===== config.mk =====
export PLATFORM = sky130hd
export DESIGN_NAME = lhrm_ctrl
export DESIGN_NICKNAME = d
export VERILOG_FILES = /design/src/rtl/lhrm_pkg.sv /design/src/rtl/lhrm_ctrl.sv
export SDC_FILE = /design/constraint.sdc
export NUM_CORES = 1
export LEC_CHECK = 0
export BUFFER_PORTS_ARGS = -buffer_cell sky130_fd_sc_hd__buf_4
export CAP_MARGIN = 20
export CORE_MARGIN = 1
export CORE_UTILIZATION = 32
export DETAILED_ROUTE_END_ITERATION = 7
export SKIP_CTS_REPAIR_TIMING = 1
export SLEW_MARGIN = 20
export SYNTH_ARGS = -nofsm -noshare
export SYNTH_HDL_FRONTEND = slang
export SYNTH_SLANG_ARGS = --single-unit

===== constraint.sdc =====
create_clock -name clk -period 6.15 [get_ports clk]
set_clock_uncertainty 0.05 [all_clocks]
set_input_delay 1.845 -clock clk [delete_from_list [all_inputs] [get_ports clk]]
set_output_delay 1.845 -clock clk [all_outputs]
set_load 0.01 [all_outputs]

===== src/rtl/lhrm_pkg.sv =====
// Shared types and constants of the latency histogram and rate monitor.
`timescale 1ns / 1ps
`default_nettype none
package lhrm_pkg;

	// request kinds carried in the input tuser
	localparam logic [1:0] REQ_RECORD   = 2'd0;
	localparam logic [1:0] REQ_SNAPSHOT = 2'd1;
	localparam logic [1:0] REQ_CLEAR    = 2'd2;

	// register indexes (paddr bit 2)
	localparam logic REG_BUCKET_WIDTH = 1'b0;
	localparam logic REG_EMA_ALPHA    = 1'b1;

	localparam logic [19:0] WIDTH_RESET = 20'd1000;
	localparam logic [16:0] ALPHA_RESET = 17'd6554;
	localparam logic [16:0] ALPHA_ONE   = 17'd65536;

	localparam logic [31:0] FPS_SCALE  = 32'd256000000;
	localparam logic [31:0] DROP_SCALE = 32'd65536;
	localparam logic [95:0] ROUND_HALF = 96'd32768;
	localparam logic [22:0] MEAN_MAX   = 23'h7FFFFF;

	// divider step counts
	localparam logic [6:0] REC_STEPS    = 7'd24;
	localparam logic [6:0] MULDIV_STEPS = 7'd32;
	localparam logic [6:0] MEAN_STEPS   = 7'd64;

	typedef enum logic [5:0] {
		ST_CLR_INIT, ST_CLR, ST_IDLE, ST_DISPATCH,
		ST_REC_DIV, ST_REC_WAIT, ST_REC_RD, ST_REC_WR,
		ST_SNP_CHK, ST_SNP_RES,
		ST_AVG_M1, ST_AVG_M2, ST_AVG_M3, ST_AVG_DIV, ST_AVG_WAIT, ST_AVG_INST,
		ST_AVG_B1, ST_AVG_B2, ST_AVG_B3, ST_AVG_B4, ST_AVG_NEXT,
		ST_TGT_M,
		ST_MEAN_DIV, ST_MEAN_WAIT,
		ST_WALK_INIT, ST_WALK_RD, ST_WALK_ACC,
		ST_P95_M, ST_P95, ST_EMIT
	} state_t;

	typedef enum logic [4:0] {
		OP_NONE, OP_LOAD, OP_CLR_INIT, OP_CLR,
		OP_REC_DIV, OP_REC_RD, OP_REC_WR,
		OP_SNP_CHK, OP_SNP_RES,
		OP_AVG_M1, OP_AVG_M2, OP_AVG_M3, OP_AVG_DIV, OP_AVG_INST,
		OP_AVG_B1, OP_AVG_B2, OP_AVG_B3, OP_AVG_B4, OP_AVG_NEXT,
		OP_TGT_M, OP_MEAN_DIV,
		OP_WALK_INIT, OP_WALK_RD, OP_WALK_ACC,
		OP_P95_M, OP_P95, OP_EMIT
	} dp_op_t;

	// status from datapath to controller
	typedef struct packed {
		logic [1:0] req;
		logic       div_busy;
		logic       gate;
		logic       res_nz;
		logic       which;
		logic       have_sel;
		logic       cnt_nz;
		logic       walk_hit;
		logic       clr_last;
		logic       out_free;
	} dp_status_t;

endpackage
`default_nettype wire


===== src/rtl/lhrm_ctrl.sv =====
// Sequencer of the monitor: walks each request through its datapath steps.
`timescale 1ns / 1ps
`default_nettype none
module lhrm_ctrl (
	input  wire logic                clk,
	input  wire logic                arst_n,
	input  wire logic                s_tvalid,
	output logic                     s_tready,
	input  wire lhrm_pkg::dp_status_t st,
	output lhrm_pkg::dp_op_t         op
);
	import lhrm_pkg::*;

	state_t state_q, state_n, after_avg;

	// state register
	always_ff @(posedge clk or negedge arst_n) begin
		if (!arst_n) begin
			state_q <= ST_CLR_INIT;
		end else begin
			state_q <= state_n;
		end
	end

	// where to go once an average is done
	always_comb begin
		if (!st.which && st.res_nz) begin
			after_avg = ST_AVG_NEXT;
		end else if (st.cnt_nz) begin
			after_avg = ST_TGT_M;
		end else begin
			after_avg = ST_EMIT;
		end
	end

	// next state
	always_comb begin
		state_n = state_q;
		case (state_q)
			ST_CLR_INIT: state_n = ST_CLR;
			ST_CLR:      if (st.clr_last) state_n = ST_IDLE;
			ST_IDLE:     if (s_tvalid) state_n = ST_DISPATCH;
			ST_DISPATCH: begin
				case (st.req)
					REQ_RECORD:   state_n = ST_REC_DIV;
					REQ_SNAPSHOT: state_n = ST_SNP_CHK;
					REQ_CLEAR:    state_n = ST_CLR_INIT;
					default:      state_n = ST_IDLE;
				endcase
			end
			ST_REC_DIV:   state_n = ST_REC_WAIT;
			ST_REC_WAIT:  if (!st.div_busy) state_n = ST_REC_RD;
			ST_REC_RD:    state_n = ST_REC_WR;
			ST_REC_WR:    state_n = ST_IDLE;
			ST_SNP_CHK:   state_n = ST_SNP_RES;
			ST_SNP_RES: begin
				if (st.gate) state_n = ST_AVG_M1;
				else if (st.cnt_nz) state_n = ST_TGT_M;
				else state_n = ST_EMIT;
			end
			ST_AVG_M1:    state_n = ST_AVG_M2;
			ST_AVG_M2:    state_n = ST_AVG_M3;
			ST_AVG_M3:    state_n = ST_AVG_DIV;
			ST_AVG_DIV:   state_n = ST_AVG_WAIT;
			ST_AVG_WAIT:  if (!st.div_busy) state_n = ST_AVG_INST;
			ST_AVG_INST:  state_n = st.have_sel ? ST_AVG_B1 : after_avg;
			ST_AVG_B1:    state_n = ST_AVG_B2;
			ST_AVG_B2:    state_n = ST_AVG_B3;
			ST_AVG_B3:    state_n = ST_AVG_B4;
			ST_AVG_B4:    state_n = after_avg;
			ST_AVG_NEXT:  state_n = ST_AVG_M1;
			ST_TGT_M:     state_n = ST_MEAN_DIV;
			ST_MEAN_DIV:  state_n = ST_MEAN_WAIT;
			ST_MEAN_WAIT: if (!st.div_busy) state_n = ST_WALK_INIT;
			ST_WALK_INIT: state_n = ST_WALK_RD;
			ST_WALK_RD:   state_n = ST_WALK_ACC;
			ST_WALK_ACC:  state_n = st.walk_hit ? ST_P95_M : ST_WALK_RD;
			ST_P95_M:     state_n = ST_P95;
			ST_P95:       state_n = ST_EMIT;
			ST_EMIT:      if (st.out_free) state_n = ST_IDLE;
			default:      state_n = ST_IDLE;
		endcase
	end

	// datapath command per state
	always_comb begin
		s_tready = 1'b0;
		op       = OP_NONE;
		case (state_q)
			ST_CLR_INIT: op = OP_CLR_INIT;
			ST_CLR:      op = OP_CLR;
			ST_IDLE: begin
				s_tready = 1'b1;
				if (s_tvalid) op = OP_LOAD;
			end
			ST_REC_DIV:   op = OP_REC_DIV;
			ST_REC_RD:    op = OP_REC_RD;
			ST_REC_WR:    op = OP_REC_WR;
			ST_SNP_CHK:   op = OP_SNP_CHK;
			ST_SNP_RES:   op = OP_SNP_RES;
			ST_AVG_M1:    op = OP_AVG_M1;
			ST_AVG_M2:    op = OP_AVG_M2;
			ST_AVG_M3:    op = OP_AVG_M3;
			ST_AVG_DIV:   op = OP_AVG_DIV;
			ST_AVG_INST:  op = OP_AVG_INST;
			ST_AVG_B1:    op = OP_AVG_B1;
			ST_AVG_B2:    op = OP_AVG_B2;
			ST_AVG_B3:    op = OP_AVG_B3;
			ST_AVG_B4:    op = OP_AVG_B4;
			ST_AVG_NEXT:  op = OP_AVG_NEXT;
			ST_TGT_M:     op = OP_TGT_M;
			ST_MEAN_DIV:  op = OP_MEAN_DIV;
			ST_WALK_INIT: op = OP_WALK_INIT;
			ST_WALK_RD:   op = OP_WALK_RD;
			ST_WALK_ACC:  op = OP_WALK_ACC;
			ST_P95_M:     op = OP_P95_M;
			ST_P95:       op = OP_P95;
			ST_EMIT:      if (st.out_free) op = OP_EMIT;
			default:      op = OP_NONE;
		endcase
	end
endmodule
`default_nettype wire


==> run metrics <==
net count after synthesis 149; Mapped Area 882 um^2; cell count along the critical path 6; HPWL Detailed 1790 um; Core Rows 18; Hold Path Cell Cnt 2; crit share post-route 74.3%; die height 54.5 um; most common flop cell mapped by yosys dfrtp_1; Iter 0 DRT Violations 32; initial core utilization 34.7%; post-synthesis register bit count 5; Pleak 0.401 nW; drt total wl 2610 um; I/O pins 20; crit-path max cell delay 0.24 ns; M2 GR Usage 31.1%; post-synthesis cell count 135; biggest regs state_q (5); PortBufs 19; Crit Path Class input port to output pin; CTS tree yes; Post-DRT Antenna Nets 0; Max VDD drop 0.000250 V; Synthesis Warnings 0; CP top delay family compound AO/OA/AOI/OAI gates; root buf cell clkbuf_4; First-pass DRT Iterations 4; worst slew pin tran 0.836 ns; Layout area overhead 16.0%; drt wl/cell 14.9 um; GRT busiest layer met2; final RePlAce weighted congestion 0.845; Max stage delay cell, worst path a221oi_1; CTS sink cnt 5; Max-slew headroom 44.3%; antenna violations before repair 0; detailed-route DRC error count 0; HP Class flop to flop; setup TNS 0 ns; post-synthesis sequential area ratio 14.2%; min Tclk post-route 4.57 ns; Horiz. Die Dim 54.5 um; Worst setup SP type input port; critical path cell sequence buf_4 > o21ai_0 > nor2_1 > a221oi_1 > o2bb2ai_1 > buf_4; CP Data Required Time 4.26 ns; ys async rst share 100%; Critical path buffers and inverters 2; Post-synth EDFFs 0; critical path arrival 2.68 ns; clk_lat worst skew 0.25 ns; layout cell share with drive strength beyond 1 17.9%; placed cell count 171; max-cap viol count 0; Die ar. 2970 um^2; top fanout value on the critical path 4; clk buf depth 2; DR vias/cell 6.13; largest net degree at the start of global routing 30; Pwr Density 572 nW/um^2; final instance count without filler cells 175; vias in the first global route 958; syn avg cell area 6.53 um^2; Final nets 160; GRT Util Overall 20.2%; CTS HTree Levels 1; count of final hold-check violations 0; Biggest register state_q; synth unique cells 47; status finished, final reports clean; total number of vias 1073; first-pass GRT wire length 4320 um; total gr overflow 0; Critical Path End Type output pin; CTS clk-pin slew, worst paths 0.04 ns; unrepaired setup endpoints after global routing false; ANT cells 0; # setup viols final 0; CTS Buf Count 3; most frequent CP cell buf_4; Core ar. 2540 um^2; met1 Use GR 27.1%; r2r worst-path depth 4; flip-flop count of the largest register after layout 5; M3 GR Usage 4.17%; Max Fclk 219 MHz; Slew Viols, Final 0
==> routing by layer <==
layer,vias up,share of wire (%)
met5,-,0
met3,6,7.6
met1,484,44
li1,527,-
met2,56,47
met4,0,1.7
==> metrics by stage <==
| stage | utilization, % | setup WS (ns) | instance area [um^2] | power [mW] | hold slack (ns) |
|---|---|---|---|---|---|
| after floorplan | - | 1.89 | 882 | 0.432 | 0.573 |
| after global placement | 39.2 | 1.62 | 997 | 0.535 | 0.865 |
| after detailed placement | 39.2 | 1.58 | 997 | 0.540 | 0.869 |
| after CTS | 40.2 | 1.57 | 1020 | 0.583 | 0.884 |
| after global routing | 40.2 | 1.44 | 1020 | 0.647 | 0.940 |
| final | 40.2 | 1.58 | 1020 | 0.585 | 0.888 |
==> cell type report <==
type | instances | area (um^2)
clock buffers | 4 | 26.3
fillers | 290 | 1520
inverters | 5 | 18.8
multi-input cells | 112 | 673
flip-flops and latches | 5 | 125
well taps | 30 | 37.5
repair buffers | 19 | 143
==> where the power goes <==
group	leakage [nW]	internal, mW	total, mW	switching [mW]
sequential	0.0589	0.0481	0.149	0.101
clock	0.0150	0.0245	0.0384	0.0138
combinational	0.328	0.196	0.398	0.202
total	0.401	0.268	0.585	0.317
==> placed cells by master (no fill, tap or decap), drive strengths merged, types with 2 or more instances in the layout <==
cell / n
o32ai: 2
o22a: 2
xnor2: 2
o221ai: 3
nor2b: 4
o2bb2ai: 2
inv: 5
dfrtp: 5
nand2: 16
o21ai: 16
or4: 2
clkbuf: 4
a31oi: 2
nor2: 17
nand3: 2
o22ai: 2
nor3: 3
nand3b: 2
buf: 19
nand2b: 5
a41oi: 2
a21oi: 8
==> cell usage after synthesis (2+ instances only) <==
cell	count	area (um^2)
a21oi_1	8	40.0
a31oi_1	2	12.5
a41oi_1	2	17.5
buf_1	2	7.51
buf_2	7	35.0
clkbuf_1	3	11.3
dfrtp_1	5	125
inv_1	4	15.0
nand2_1	16	60.1
nand2b_1	4	25.0
nand3_1	2	10.0
nand3b_1	2	15.0
nor2_1	16	60.1
nor2b_1	4	25.0
nor3_1	3	15.0
o21ai_0	16	80.1
o221ai_1	3	26.3
o22a_1	2	17.5
o22ai_1	2	12.5
o2bb2ai_1	2	17.5
o32ai_1	2	17.5
or4_1	2	15.0
xnor2_1	2	17.5
==> final timing paths <==
check / end / start / slack [ns]
min in group asynchronous: state_q[1]$_DFFE_PN0P_ / arst_n / 1.34
max in group asynchronous: state_q[0]$_DFFE_PN0P_ / arst_n / 4.60
max reg2reg: state_q[2]$_DFFE_PN0P_ / state_q[3]$_DFFE_PN0P_ / 3.77
min reg2reg: state_q[3]$_DFFE_PN0P_ / state_q[3]$_DFFE_PN0P_ / 0.89
min: state_q[3]$_DFFE_PN0P_ / state_q[3]$_DFFE_PN0P_ / 0.89
max: op[3] / st[0] / 1.58
==> cells by family (layout without fill, tap and decap cells) <==
| family | after synthesis | after routing | synth area share, % |
|---|---|---|---|
| mux | 2 | 2 | 2.84 |
| buf+inv | 18 | 28 | 9.50 |
| xor+xnor | 3 | 3 | 2.98 |
| compound gates | 51 | 51 | 38.9 |
| flops | 5 | 5 | 14.2 |
| simple gates | 56 | 56 | 31.6 |
==> worst reg2reg max path, stage by stage (launching register included) <==
cell and delay [ns]:
dfrtp_1 0.77, inv_1 0.28, or4_1 0.58, o211a_1 0.25, mux2_4 0.33
No activity file was read; power rests on OpenSTA's default activity.
